`src/sv/ppcd_pkg.sv`:
```
package ppcd_pkg;

	// Coordinate format: signed Q16.8.
	localparam int COORD_W = 24;
	localparam int FRAC_W  = 8;

	// A coordinate difference needs one more bit than a coordinate.
	localparam int DIFF_W = COORD_W + 1;
	// Multiplier operands hold a signed difference or an unsigned 25-bit root.
	localparam int OPND_W = COORD_W + 2;
	localparam int PROD_W = 2 * OPND_W;
	// Sums of two products (cross, squared lengths, dot products).
	localparam int ACC_W  = 2 * COORD_W + 3;
	// Distance and root width; the all-ones value is the saturation limit.
	localparam int DIST_W = COORD_W + 1;
	localparam int BIT_W  = $clog2(DIST_W);

	localparam logic [DIST_W-1:0] DIST_MAX = '1;

	// Multiply steps of one edge: two products for each of six sums.
	localparam int NSTEP  = 12;
	localparam int STEP_W = $clog2(NSTEP);

	typedef logic signed [COORD_W-1:0] coord_t;
	typedef logic signed [DIFF_W-1:0]  diff_t;
	typedef logic signed [ACC_W-1:0]   acc_t;
	typedef logic [DIST_W-1:0]         dist_t;

endpackage

```
`src/sv/polygon_point_containment_distance_core.sv`:
```
// Channel | Direction | Handshake            | Payload
// in      | receive   | in_valid / in_stall   | point_x, point_z, vertex_x, vertex_z, last_vertex
// out     | send      | out_valid / out_stall | inside_res, edge_distance
//
// A first vertex that is not the last is only stored. Every edge runs on one shared
// 26x26 multiplier: 12 products, then, unless a squared length is zero, a bit-by-bit
// square root of 25 steps, and for the cross-over-length case a 25-step divide.
// A last vertex that is not also the first runs both its own edge and the closing edge.
// Reset clears the sequencer, the sign state, the minimum and the output valid.
// in_stall is high while an item is being worked; a waiting result only blocks the
// end of the next polygon.
module polygon_point_containment_distance_core (
	input  logic                           clk,
	input  logic                           arst_n,
	input  logic                           in_valid,
	output logic                           in_stall,
	input  logic signed [ppcd_pkg::COORD_W-1:0] point_x,
	input  logic signed [ppcd_pkg::COORD_W-1:0] point_z,
	input  logic signed [ppcd_pkg::COORD_W-1:0] vertex_x,
	input  logic signed [ppcd_pkg::COORD_W-1:0] vertex_z,
	input  logic                           last_vertex,
	output logic                           out_valid,
	input  logic                           out_stall,
	output logic                           inside_res,
	output logic [ppcd_pkg::DIST_W-1:0]    edge_distance
);

	localparam logic [2:0] ST_IDLE   = 3'd0;
	localparam logic [2:0] ST_SETUP  = 3'd1;
	localparam logic [2:0] ST_MUL    = 3'd2;
	localparam logic [2:0] ST_DECIDE = 3'd3;
	localparam logic [2:0] ST_ITER   = 3'd4;
	localparam logic [2:0] ST_UPDATE = 3'd5;
	localparam logic [2:0] ST_OUT    = 3'd6;

	localparam logic [1:0] SGN_NONE = 2'd0;
	localparam logic [1:0] SGN_POS  = 2'd1;
	localparam logic [1:0] SGN_NEG  = 2'd2;

	logic [2:0] state_q;
	logic       expect_first_q;
	logic       close_pend_q;
	logic       last_q;
	logic [1:0] sign_q;
	logic       outside_q;
	ppcd_pkg::dist_t  best_q;
	ppcd_pkg::coord_t first_x_q, first_z_q, prev_x_q, prev_z_q, px_q, pz_q;
	ppcd_pkg::coord_t sx_q, sz_q, ex_q, ez_q;
	ppcd_pkg::diff_t  esx_q, esz_q, psx_q, psz_q, pex_q, pez_q;
	ppcd_pkg::acc_t   acc_q, cr_q, a2_q, b2_q, c2_q, ds_q, de_q, n_q;
	logic signed [ppcd_pkg::PROD_W-1:0] prod_q;
	logic [ppcd_pkg::STEP_W-1:0] step_q;
	logic       ph_q;
	logic [ppcd_pkg::BIT_W-1:0] kcnt_q;
	ppcd_pkg::dist_t res_q, dvs_q, dist_q;
	logic       div_mode_q, need_div_q;
	logic       out_valid_q, inside_q;
	ppcd_pkg::dist_t out_dist_q;

	logic signed [ppcd_pkg::OPND_W-1:0] opa, opb;
	ppcd_pkg::dist_t tval, res_nx;
	ppcd_pkg::acc_t  prod_acc, abs_cr;
	logic            take;
	logic            in_xfer;

	assign in_stall      = (state_q != ST_IDLE);
	assign in_xfer       = in_valid && !in_stall;
	assign out_valid     = out_valid_q;
	assign inside_res    = inside_q;
	assign edge_distance = out_dist_q;

	// Trial value of the root or quotient for the current bit.
	assign tval     = res_q | (ppcd_pkg::dist_t'(1) << kcnt_q);
	assign prod_acc = prod_q[ppcd_pkg::ACC_W-1:0];
	assign take     = (prod_acc <= n_q);
	assign res_nx   = take ? tval : res_q;
	assign abs_cr   = cr_q[ppcd_pkg::ACC_W-1] ? -cr_q : cr_q;

	// Operand selection for the shared multiplier.
	always_comb begin
		opa = '0;
		opb = '0;
		if (state_q == ST_ITER) begin
			opa = $signed({1'b0, tval});
			opb = div_mode_q ? $signed({1'b0, dvs_q}) : $signed({1'b0, tval});
		end else begin
			case (step_q)
				4'd0: begin opa = {esz_q[ppcd_pkg::DIFF_W-1], esz_q}; opb = {psx_q[ppcd_pkg::DIFF_W-1], psx_q}; end
				4'd1: begin opa = {esx_q[ppcd_pkg::DIFF_W-1], esx_q}; opb = {psz_q[ppcd_pkg::DIFF_W-1], psz_q}; end
				4'd2: begin opa = {pex_q[ppcd_pkg::DIFF_W-1], pex_q}; opb = {pex_q[ppcd_pkg::DIFF_W-1], pex_q}; end
				4'd3: begin opa = {pez_q[ppcd_pkg::DIFF_W-1], pez_q}; opb = {pez_q[ppcd_pkg::DIFF_W-1], pez_q}; end
				4'd4: begin opa = {psx_q[ppcd_pkg::DIFF_W-1], psx_q}; opb = {psx_q[ppcd_pkg::DIFF_W-1], psx_q}; end
				4'd5: begin opa = {psz_q[ppcd_pkg::DIFF_W-1], psz_q}; opb = {psz_q[ppcd_pkg::DIFF_W-1], psz_q}; end
				4'd6: begin opa = {esx_q[ppcd_pkg::DIFF_W-1], esx_q}; opb = {esx_q[ppcd_pkg::DIFF_W-1], esx_q}; end
				4'd7: begin opa = {esz_q[ppcd_pkg::DIFF_W-1], esz_q}; opb = {esz_q[ppcd_pkg::DIFF_W-1], esz_q}; end
				4'd8: begin opa = {psx_q[ppcd_pkg::DIFF_W-1], psx_q}; opb = {esx_q[ppcd_pkg::DIFF_W-1], esx_q}; end
				4'd9: begin opa = {psz_q[ppcd_pkg::DIFF_W-1], psz_q}; opb = {esz_q[ppcd_pkg::DIFF_W-1], esz_q}; end
				4'd10: begin opa = {pex_q[ppcd_pkg::DIFF_W-1], pex_q}; opb = {esx_q[ppcd_pkg::DIFF_W-1], esx_q}; end
				4'd11: begin opa = {pez_q[ppcd_pkg::DIFF_W-1], pez_q}; opb = {esz_q[ppcd_pkg::DIFF_W-1], esz_q}; end
				default: begin opa = '0; opb = '0; end
			endcase
		end
	end

	// Registered product of the shared multiplier.
	always_ff @(posedge clk) begin
		prod_q <= opa * opb;
	end

	// Datapath registers without reset.
	always_ff @(posedge clk) begin
		case (state_q)
			ST_IDLE: begin
				if (in_xfer) begin
					if (expect_first_q) begin
						sx_q <= vertex_x;
						sz_q <= vertex_z;
					end else begin
						sx_q <= prev_x_q;
						sz_q <= prev_z_q;
					end
					ex_q <= vertex_x;
					ez_q <= vertex_z;
				end
			end
			ST_SETUP: begin
				esx_q <= ppcd_pkg::DIFF_W'(ex_q) - ppcd_pkg::DIFF_W'(sx_q);
				esz_q <= ppcd_pkg::DIFF_W'(ez_q) - ppcd_pkg::DIFF_W'(sz_q);
				psx_q <= ppcd_pkg::DIFF_W'(px_q) - ppcd_pkg::DIFF_W'(sx_q);
				psz_q <= ppcd_pkg::DIFF_W'(pz_q) - ppcd_pkg::DIFF_W'(sz_q);
				pex_q <= ppcd_pkg::DIFF_W'(px_q) - ppcd_pkg::DIFF_W'(ex_q);
				pez_q <= ppcd_pkg::DIFF_W'(pz_q) - ppcd_pkg::DIFF_W'(ez_q);
			end
			ST_MUL: begin
				// Even steps load the accumulator, odd steps finish a sum.
				if (ph_q) begin
					if (!step_q[0]) begin
						acc_q <= prod_acc;
					end else begin
						case (step_q)
							4'd1: cr_q <= acc_q - prod_acc;
							4'd3: a2_q <= acc_q + prod_acc;
							4'd5: b2_q <= acc_q + prod_acc;
							4'd7: c2_q <= acc_q + prod_acc;
							4'd9: ds_q <= acc_q + prod_acc;
							default: de_q <= acc_q + prod_acc;
						endcase
					end
				end
			end
			ST_DECIDE: begin
				res_q      <= '0;
				div_mode_q <= 1'b0;
				need_div_q <= 1'b0;
				dist_q     <= '0;
				// A zero dot product at the start or the end counts as obtuse.
				if (a2_q == '0 || b2_q == '0 || c2_q == '0) begin
					dist_q <= '0;
				end else if (ds_q[ppcd_pkg::ACC_W-1] || ds_q == '0) begin
					n_q <= b2_q;
				end else if (!de_q[ppcd_pkg::ACC_W-1]) begin
					n_q <= a2_q;
				end else begin
					n_q        <= c2_q;
					need_div_q <= 1'b1;
				end
			end
			ST_ITER: begin
				if (ph_q) begin
					res_q <= res_nx;
					if (kcnt_q == '0) begin
						if (need_div_q) begin
							need_div_q <= 1'b0;
							if ({{(ppcd_pkg::ACC_W-2*ppcd_pkg::DIST_W){1'b0}}, res_nx,
								{ppcd_pkg::DIST_W{1'b0}}} <= abs_cr) begin
								dist_q <= ppcd_pkg::DIST_MAX;
							end else begin
								dvs_q      <= res_nx;
								n_q        <= abs_cr;
								res_q      <= '0;
								div_mode_q <= 1'b1;
							end
						end else begin
							dist_q <= res_nx;
						end
					end
				end
			end
			ST_UPDATE: begin
				if (close_pend_q) begin
					sx_q <= ex_q;
					sz_q <= ez_q;
					ex_q <= first_x_q;
					ez_q <= first_z_q;
				end
			end
			default: begin
			end
		endcase
	end

	// Sequencer and control state.
	always_ff @(posedge clk or negedge arst_n) begin
		if (!arst_n) begin
			state_q        <= ST_IDLE;
			expect_first_q <= 1'b1;
			close_pend_q   <= 1'b0;
			last_q         <= 1'b0;
			sign_q         <= SGN_NONE;
			outside_q      <= 1'b0;
			best_q         <= ppcd_pkg::DIST_MAX;
			first_x_q      <= '0;
			first_z_q      <= '0;
			prev_x_q       <= '0;
			prev_z_q       <= '0;
			px_q           <= '0;
			pz_q           <= '0;
			step_q         <= '0;
			ph_q           <= 1'b0;
			kcnt_q         <= '0;
			out_valid_q    <= 1'b0;
			inside_q       <= 1'b0;
			out_dist_q     <= '0;
		end else begin
			// In the output state a taken result is replaced by the new one below.
			if (out_valid_q && !out_stall && state_q != ST_OUT) begin
				out_valid_q <= 1'b0;
			end
			case (state_q)
				ST_IDLE: begin
					if (in_xfer) begin
						prev_x_q <= vertex_x;
						prev_z_q <= vertex_z;
						last_q   <= last_vertex;
						if (expect_first_q) begin
							px_q           <= point_x;
							pz_q           <= point_z;
							first_x_q      <= vertex_x;
							first_z_q      <= vertex_z;
							expect_first_q <= 1'b0;
							close_pend_q   <= 1'b0;
							// A lone vertex runs only its closing edge.
							if (last_vertex) begin
								state_q <= ST_SETUP;
							end
						end else begin
							close_pend_q <= last_vertex;
							state_q      <= ST_SETUP;
						end
					end
				end
				ST_SETUP: begin
					step_q  <= '0;
					ph_q    <= 1'b0;
					state_q <= ST_MUL;
				end
				ST_MUL: begin
					ph_q <= !ph_q;
					if (ph_q) begin
						if (step_q == ppcd_pkg::STEP_W'(ppcd_pkg::NSTEP - 1)) begin
							state_q <= ST_DECIDE;
						end else begin
							step_q <= step_q + 1'b1;
						end
					end
				end
				ST_DECIDE: begin
					// The first nonzero cross sets the sign; a later opposite one marks outside.
					if (cr_q != '0) begin
						if (sign_q == SGN_NONE) begin
							sign_q <= cr_q[ppcd_pkg::ACC_W-1] ? SGN_NEG : SGN_POS;
						end else if (sign_q != (cr_q[ppcd_pkg::ACC_W-1] ? SGN_NEG : SGN_POS)) begin
							outside_q <= 1'b1;
						end
					end
					ph_q   <= 1'b0;
					kcnt_q <= ppcd_pkg::BIT_W'(ppcd_pkg::DIST_W - 1);
					if (a2_q == '0 || b2_q == '0 || c2_q == '0) begin
						state_q <= ST_UPDATE;
					end else begin
						state_q <= ST_ITER;
					end
				end
				ST_ITER: begin
					ph_q <= !ph_q;
					if (ph_q) begin
						if (kcnt_q == '0) begin
							kcnt_q <= ppcd_pkg::BIT_W'(ppcd_pkg::DIST_W - 1);
							if (!need_div_q || ({{(ppcd_pkg::ACC_W-2*ppcd_pkg::DIST_W){1'b0}},
								res_nx, {ppcd_pkg::DIST_W{1'b0}}} <= abs_cr)) begin
								state_q <= ST_UPDATE;
							end
						end else begin
							kcnt_q <= kcnt_q - 1'b1;
						end
					end
				end
				ST_UPDATE: begin
					if (dist_q < best_q) begin
						best_q <= dist_q;
					end
					if (close_pend_q) begin
						close_pend_q <= 1'b0;
						state_q      <= ST_SETUP;
					end else if (last_q) begin
						state_q <= ST_OUT;
					end else begin
						state_q <= ST_IDLE;
					end
				end
				ST_OUT: begin
					// Load the result once the output register is free, then rearm.
					if (!out_valid_q || !out_stall) begin
						out_valid_q    <= 1'b1;
						inside_q       <= !outside_q;
						out_dist_q     <= best_q;
						sign_q         <= SGN_NONE;
						outside_q      <= 1'b0;
						best_q         <= ppcd_pkg::DIST_MAX;
						expect_first_q <= 1'b1;
						last_q         <= 1'b0;
						state_q        <= ST_IDLE;
					end
				end
				default: begin
					state_q <= ST_IDLE;
				end
			endcase
		end
	end

endmodule
```
`config.mk`:
```
export PLATFORM = sky130hd
export DESIGN_NAME = polygon_point_containment_distance_core
export DESIGN_NICKNAME = d
export VERILOG_FILES = /design/src/sv/ppcd_pkg.sv /design/src/sv/polygon_point_containment_distance_core.sv
export SDC_FILE = /design/constraint.sdc
export NUM_CORES = 2
export LEC_CHECK = 0
export BUFFER_PORTS_ARGS = -buffer_cell sky130_fd_sc_hd__buf_2
export CAP_MARGIN = 25
export CORE_ASPECT_RATIO = 0.6
export CORE_MARGIN = 1
export CORE_UTILIZATION = 51
export CTS_BUF_LIST = sky130_fd_sc_hd__clkbuf_4 sky130_fd_sc_hd__clkbuf_8
export DETAILED_ROUTE_END_ITERATION = 10
export HOLD_SLACK_MARGIN = 0.15
export PLACE_DENSITY_LB_ADDON = 0.12
export SLEW_MARGIN = 20
export SYNTH_ARGS = -nofsm -noshare
export SYNTH_HDL_FRONTEND = slang
export SYNTH_SLANG_ARGS = --single-unit
```
`constraint.sdc`:
```
create_clock -name clk -period 11.1 [get_ports clk]
set_input_delay 2.22 -clock clk [delete_from_list [all_inputs] [get_ports clk]]
set_output_delay 2.22 -clock clk [all_outputs]
set_load 0.01 [all_outputs]
```
; Yosys cells after proc, flatten, opt, wreduce, memory -nomap -nowiden
; Index checks and enable logic that the tools add are counted.
; Widths: inputs -> output; s select.
[totals]
in_bits = 101
latchBits = 0
ff_bits = 997
mem_bits_rw = 0
word_cells = 263
mem_count = 0
out_inout_bits = 28
mem_bits_ro = 0
[classes]
shift = 1
mul = 1
magnitude_cmp = 3
reduce_logical = 68
mux = 94
eq_ne = 38
bitwise = 4
div = 0
addsub = 11
[ops]
columns = op, count
row1 = $mux 51, 8
row2 = $pmux 26 s6, 2
row3 = $mux 25, 12
row4 = $mux 24, 10
row5 = $logic_not 51->1, 4
row6 = $pmux 24 s2, 4
row7 = $pmux 25 s2, 3
row8 = $sub 24x24->25, 6
row9 = $pmux 51 s2, 1
row10 = $mux 26, 2
row11 = $add 51x51->51, 1
row12 = $le 50x51->1, 1
row13 = $le 51x51->1, 1
row14 = $mul 26x26->51, 1
row15 = $neg 51->51, 1
row16 = $reduce_bool 51->1, 1
row17 = $sub 51x51->51, 1
row18 = $mux 3, 11
row19 = $reduce_and 4->1, 8
row20 = $ne 2x2->1 const B, 15
row21 = $lt 25x25->1, 1
row22 = $or 25x25->25, 1
row23 = $shl 1x5->25 const A, 1
row24 = $mux 1, 22
row25 = other kinds (39), 102

; Logic depth before layout (Yosys ltp)
[depth]
ltp_word = 9
depth_mapped = 41
mapped_depth_nobuf = 37

; Worst setup path before layout
; Ideal clock, no wire load.
[synth_timing]
kind = register to register
from = register step_q[0] in the netlist's numbering
to = register prod_q[48] in the netlist's numbering
path_stages_with_launch = 41
setup_time_ns = 0.119
setup_slack_ns = 1.729
path_buffers = 5
t_required_ns = 10.981
t_arrival_ns = 9.252
period_less_slack_ns = 9.371
path_cell_list = dfrtp_1 ha_1 nor2b_1 clkbuf_1 and2_1 clkbuf_1 clkbuf_1 a222oi_1 nand2_1 a221oi_1 o21ai_1 clkbuf_1 nand2_1 fa_1 inv_1 fa_1 inv_1 fa_1 [5 not listed] fa_1 inv_1 fa_1 inv_1 ha_1 clkbuf_1 nand3_1 or4b_2 a31oi_1 a21o_1 and3_1 nor2_1 o21ai_0 a41oi_1 nor3_1 a31oi_1 nor2b_1 xnor2_1
[synth_between]
elab_chain_len = 5
word_cells_on_any_way = 27
classes_between = mul: 1 / eq/ne: 11 / mux: 4 / reduce/logical: 11
[synth_rtl]
columns = element, line_no
row1 = "start, declared", polygon_point_containment_distance_core.sv:52  ; logic [ppcd_pkg::STEP_W-1:0] step_q;
row2 = "start signal, assigned", polygon_point_containment_distance_core.sv:263  ; step_q <= step_q + 1'b1;
row3 = $eq 4x4->1 (tied with other cells), polygon_point_containment_distance_core.sv:87  ; case (step_q)
row4 = $reduce_or 3->1 (no source line) / $reduce_or 2->1 (equally long branches), -
row5 = $pmux 26 s6, polygon_point_containment_distance_core.sv:87
row6 = $mux 26, polygon_point_containment_distance_core.sv:83  ; if (state_q == ST_ITER) begin
row7 = $mul 26x26->51 *, polygon_point_containment_distance_core.sv:107  ; prod_q <= opa * opb;
row8 = "end signal, assigned", polygon_point_containment_distance_core.sv:107
row9 = "end, declared", polygon_point_containment_distance_core.sv:51  ; logic signed [ppcd_pkg::PROD_W-1:0] prod_q;
; Mark *: on every way between the ends. The rest lies on a longest branch, timed or not.
; A chain may end at the register's enable or synchronous reset.

; Final worst setup path
[layout_timing]
from = register step_q[3] in the netlist's numbering
to = register prod_q[50] in the netlist's numbering
; The elaborated chain is that of the path after synthesis.

==> impl_metrics.xml <==
<?xml version="1.0" encoding="UTF-8"?>
<metrics>
  <group name="yosys">
    <metric name="synth.yosys.seq_area_share" unit="">0.355</metric>
    <metric name="synth.area.top_cells" unit="">sky130_fd_sc_hd__edfxtp_1, sky130_fd_sc_hd__fa_1, sky130_fd_sc_hd__ha_1</metric>
    <metric name="mappedNetlistArea" unit="mm^2">0.0757</metric>
    <metric name="post_synth_num_cell_types" unit="">89</metric>
    <metric name="synth_async_sr_flop_share" unit="">0.227</metric>
    <metric name="ys_ff_latch" unit="">947</metric>
    <metric name="synthFlopType" unit="">sky130_fd_sc_hd__edfxtp_1</metric>
    <metric name="syn_area_per_cell" unit="um^2">10.1</metric>
    <metric name="synth-edff-count" unit="">681</metric>
    <metric name="post-synth-top-count-cell" unit="">sky130_fd_sc_hd__inv_1</metric>
    <metric name="yosys_warnings" unit="">0</metric>
    <metric name="synth_largest_type_area_fraction" unit="">0.270</metric>
    <metric name="post-synth-top-area-cell" unit="">sky130_fd_sc_hd__edfxtp_1</metric>
    <metric name="synth.net_count" unit="">8775</metric>
    <metric name="synth_cells" unit="">7465</metric>
    <metric name="synth_top_cells_by_count" unit="">sky130_fd_sc_hd__inv_1, sky130_fd_sc_hd__nand2_1, sky130_fd_sc_hd__fa_1, sky130_fd_sc_hd__edfxtp_1, sky130_fd_sc_hd__nor2_1</metric>
  </group>
  <group name="setup_path">
    <metric name="timing.critical_path.slowest_cell_delay" unit="ns">0.76</metric>
    <metric name="reg2reg_slack" unit="ns">0.47</metric>
    <metric name="critical_path.slowest_cell" unit="">sky130_fd_sc_hd__a211oi_1</metric>
    <metric name="cp-start-kind" unit="">flip-flop</metric>
    <metric name="critical_path.reg2reg.startpoint" unit="">step_q[3]$_DFFE_PN0P_</metric>
    <metric name="crit_required" unit="ns">11.92</metric>
    <metric name="worstSetupPathType" unit="">flip-flop to flip-flop</metric>
    <metric name="reg2regPathDepth" unit="">36</metric>
    <metric name="crit_path_max_fanout" unit="">17</metric>
    <metric name="worstSetupEndpointType" unit="">flip-flop</metric>
    <metric name="crit-reg2reg-capture" unit="">prod_q[50]$_DFF_P_</metric>
    <metric name="critPathArrivalTime" unit="ns">11.45</metric>
    <metric name="cpMostUsedCell" unit="">sky130_fd_sc_hd__inv_1</metric>
  </group>
  <group name="detailed_routing">
    <metric name="routed_wire_length_per_instance" unit="um">25.5</metric>
    <metric name="via_per_inst" unit="">5.85</metric>
    <metric name="drtPass1Iterations" unit="">11</metric>
    <metric name="route.detailed.drc" unit="">1</metric>
    <metric name="drt_wl_total" unit="um">248000</metric>
    <metric name="antenna_left" unit="">0</metric>
    <metric name="drt_first_iter_violations" unit="">7381</metric>
    <metric name="vias" unit="">56729</metric>
  </group>
  <group name="sta">
    <metric name="hold_violations" unit="">0</metric>
    <metric name="fin_tns_setup" unit="ns">0</metric>
    <metric name="fin_crit" unit="ns">10.63</metric>
    <metric name="setup-violations-final" unit="">0</metric>
    <metric name="timing_max_transition_violations_final" unit="">0</metric>
    <metric name="max_slew.worst_pin.slew" unit="ns">1.14</metric>
    <metric name="max_clock_freq" unit="MHz">94.1</metric>
    <metric name="max_slew_margin" unit="">0.238</metric>
    <metric name="timing.clock.skew" unit="ns">0.0628</metric>
    <metric name="final_period_util" unit="">0.957</metric>
    <metric name="fin_ws" unit="ns">0.473</metric>
    <metric name="unrepaired_setup_endpoints_after_global_routing" unit="">false</metric>
  </group>
  <group name="clocking">
    <metric name="cts.path.max_buffers" unit="">3</metric>
    <metric name="numCtsBuffers" unit="">148</metric>
    <metric name="ctsRootBufferMaster" unit="">sky130_fd_sc_hd__clkbuf_8</metric>
    <metric name="worst_setup_hold_path_clk_slew" unit="ns">0.07</metric>
    <metric name="tritoncts_clock_tree" unit="">done</metric>
    <metric name="htree_levels" unit="">4</metric>
    <metric name="hold_buffers" unit="">0</metric>
    <metric name="worstSkewPairLatency" unit="ns">0.91</metric>
    <metric name="clock_sink_count" unit="">947</metric>
  </group>
  <group name="floorplanning">
    <metric name="die_height" unit="um">300</metric>
    <metric name="floorplan.die_area" unit="mm^2">0.150</metric>
    <metric name="die_w" unit="um">499</metric>
    <metric name="fp-row-count" unit="">109</metric>
    <metric name="placeableCoreArea" unit="mm^2">0.147</metric>
    <metric name="initial_utilization" unit="">0.514</metric>
    <metric name="io_pins" unit="">129</metric>
  </group>
  <group name="grt">
    <metric name="number_of_antenna_violations_at_the_first_check_in_global_routing" unit="">14</metric>
    <metric name="grt.overflow.total" unit="">0</metric>
    <metric name="grt_pass1_vias" unit="">54994</metric>
    <metric name="grt_start_max_net_pins" unit="">122</metric>
    <metric name="globalRouteTotalUtil" unit="">0.332</metric>
    <metric name="grt_first_pass_wirelength" unit="um">365000</metric>
  </group>
  <group name="placement">
    <metric name="io_buffers" unit="">128</metric>
    <metric name="pre_cts_slack" unit="ns">0.701</metric>
    <metric name="dp_hpwl" unit="um">199000</metric>
    <metric name="place.detailed.instances" unit="">9415</metric>
    <metric name="routabilityCongestion" unit="">1.01</metric>
  </group>
  <group name="hold_path">
    <metric name="hold_path_depth" unit="">2</metric>
    <metric name="hold_path.class" unit="">flip-flop to flip-flop</metric>
    <metric name="hold-path-endpoint" unit="">edge_distance[22]$_DFFE_PN0P_</metric>
    <metric name="hold_path_startpoint" unit="">edge_distance[22]$_DFFE_PN0P_</metric>
  </group>
  <group name="outcome">
    <metric name="run_status" unit="">finished with violations</metric>
    <metric name="failing_checks" unit="">DRC</metric>
  </group>
  <group name="final_layout">
    <metric name="share_of_final_layout_standard_cells_stronger_than_drive_strength_1" unit="">0.109</metric>
    <metric name="postLayoutCoreUtil" unit="">0.561</metric>
    <metric name="area.growth.synth_to_final" unit="%">9.14</metric>
    <metric name="finish.cell_count_without_fillers" unit="">9695</metric>
    <metric name="design.final.nets" unit="">8935</metric>
  </group>
  <group name="run">
    <metric name="cap_viol_max_count" unit="">0</metric>
  </group>
</metrics>
logic make-up after synthesis:
family,after synthesis,share of synthesized area
AND/OR/NAND/NOR,2096,0.123
buffers and inverters,1385,0.0690
AO/OA/AOI/OAI,1252,0.109
adder cells (fa/ha/maj),1209,0.270
flip-flops,947,0.355
XOR/XNOR,311,0.0360
multiplexers,265,0.0375
state kept, by name, summed over array words and instances (netlist names), 51 cells and up:
register and cells:
prod_q 51, b2_q 51, c2_q 51, acc_q 51, n_q 51, cr_q 51, a2_q 51, ds_q 51
worst max path at each step:
stage,start,to,cells past startpoint
finish,step_q[3]$_DFFE_PN0P_,prod_q[50]$_DFF_P_,36
global route,step_q[3]$_DFFE_PN0P_,prod_q[49]$_DFF_P_,38
CTS,step_q[0]$_DFFE_PN0P_,prod_q[50]$_DFF_P_,36
detailed placement,step_q[0]$_DFFE_PN0P_,prod_q[49]$_DFF_P_,38
global placement,step_q[0]$_DFFE_PN0P_,prod_q[50]$_DFF_P_,36
floorplan,step_q[0]$_DFFE_PN0P_,prod_q[48]$_DFF_P_,40
critical path: cells and delay by family (launching register included):
kind / cells / cell delay (ns)
AO/OA/AOI/OAI: 9 / 2.83
XOR/XNOR: 1 / 0.16
AND/OR/NAND/NOR: 8 / 1.98
adder cells (fa/ha/maj): 8 / 3.58
flip-flops: 1 / 0.75
buffers and inverters: 10 / 1.22
through the flow:
stage	area (um^2)	hold WS [ns]
floorplan	75700	0.440
global placement	79300	0.459
detailed placement	79300	0.466
CTS	82600	0.471
global route	82600	0.505
finish	82600	0.474
cell type report:
class,count,area [um^2]
Antenna cell,4,10.0
Inverter,1095,4110
Clock buffer,228,2780
Timing Repair Buffer,300,2040
Multi-Input combinational cell,5133,43900
Clock inverter,46,445
Sequential cell,947,26900
Fill cell,12952,64700
Tap cell,1942,2430
routing by layer:
| layer | wire (um) | GRT usage |
|---|---|---|
| met1 | 116000 | 0.525 |
| met2 | 96400 | 0.443 |
| met3 | 28800 | 0.0911 |
| met4 | 5870 | 0.0808 |
| met5 | 53 | 0 |
cell usage in the layout (no fill, tap or decap), drive strengths merged, types with 70 or more instances in the layout:
| cell type | count |
|---|---|
| a21o | 127 |
| a21oi | 270 |
| buf | 300 |
| clkbuf | 228 |
| dfrtp | 189 |
| edfxtp | 681 |
| fa | 710 |
| ha | 499 |
| inv | 1101 |
| mux2 | 147 |
| mux2i | 118 |
| nand2 | 966 |
| nor2 | 586 |
| nor2b | 70 |
| o21a | 85 |
| o21ai | 328 |
| xnor2 | 215 |
| xor2 | 96 |
timing repair:
action / in CTS / in global routing
buffers inserted: 0 / 0
setup endpoints to repair: 0 / 2
endpoints found under the hold margin: 0 / 0
resized for setup: 0 / 1
Power is not shown: default switching activity piles up to over one toggle a cycle in this logic, so the estimate is an artifact.
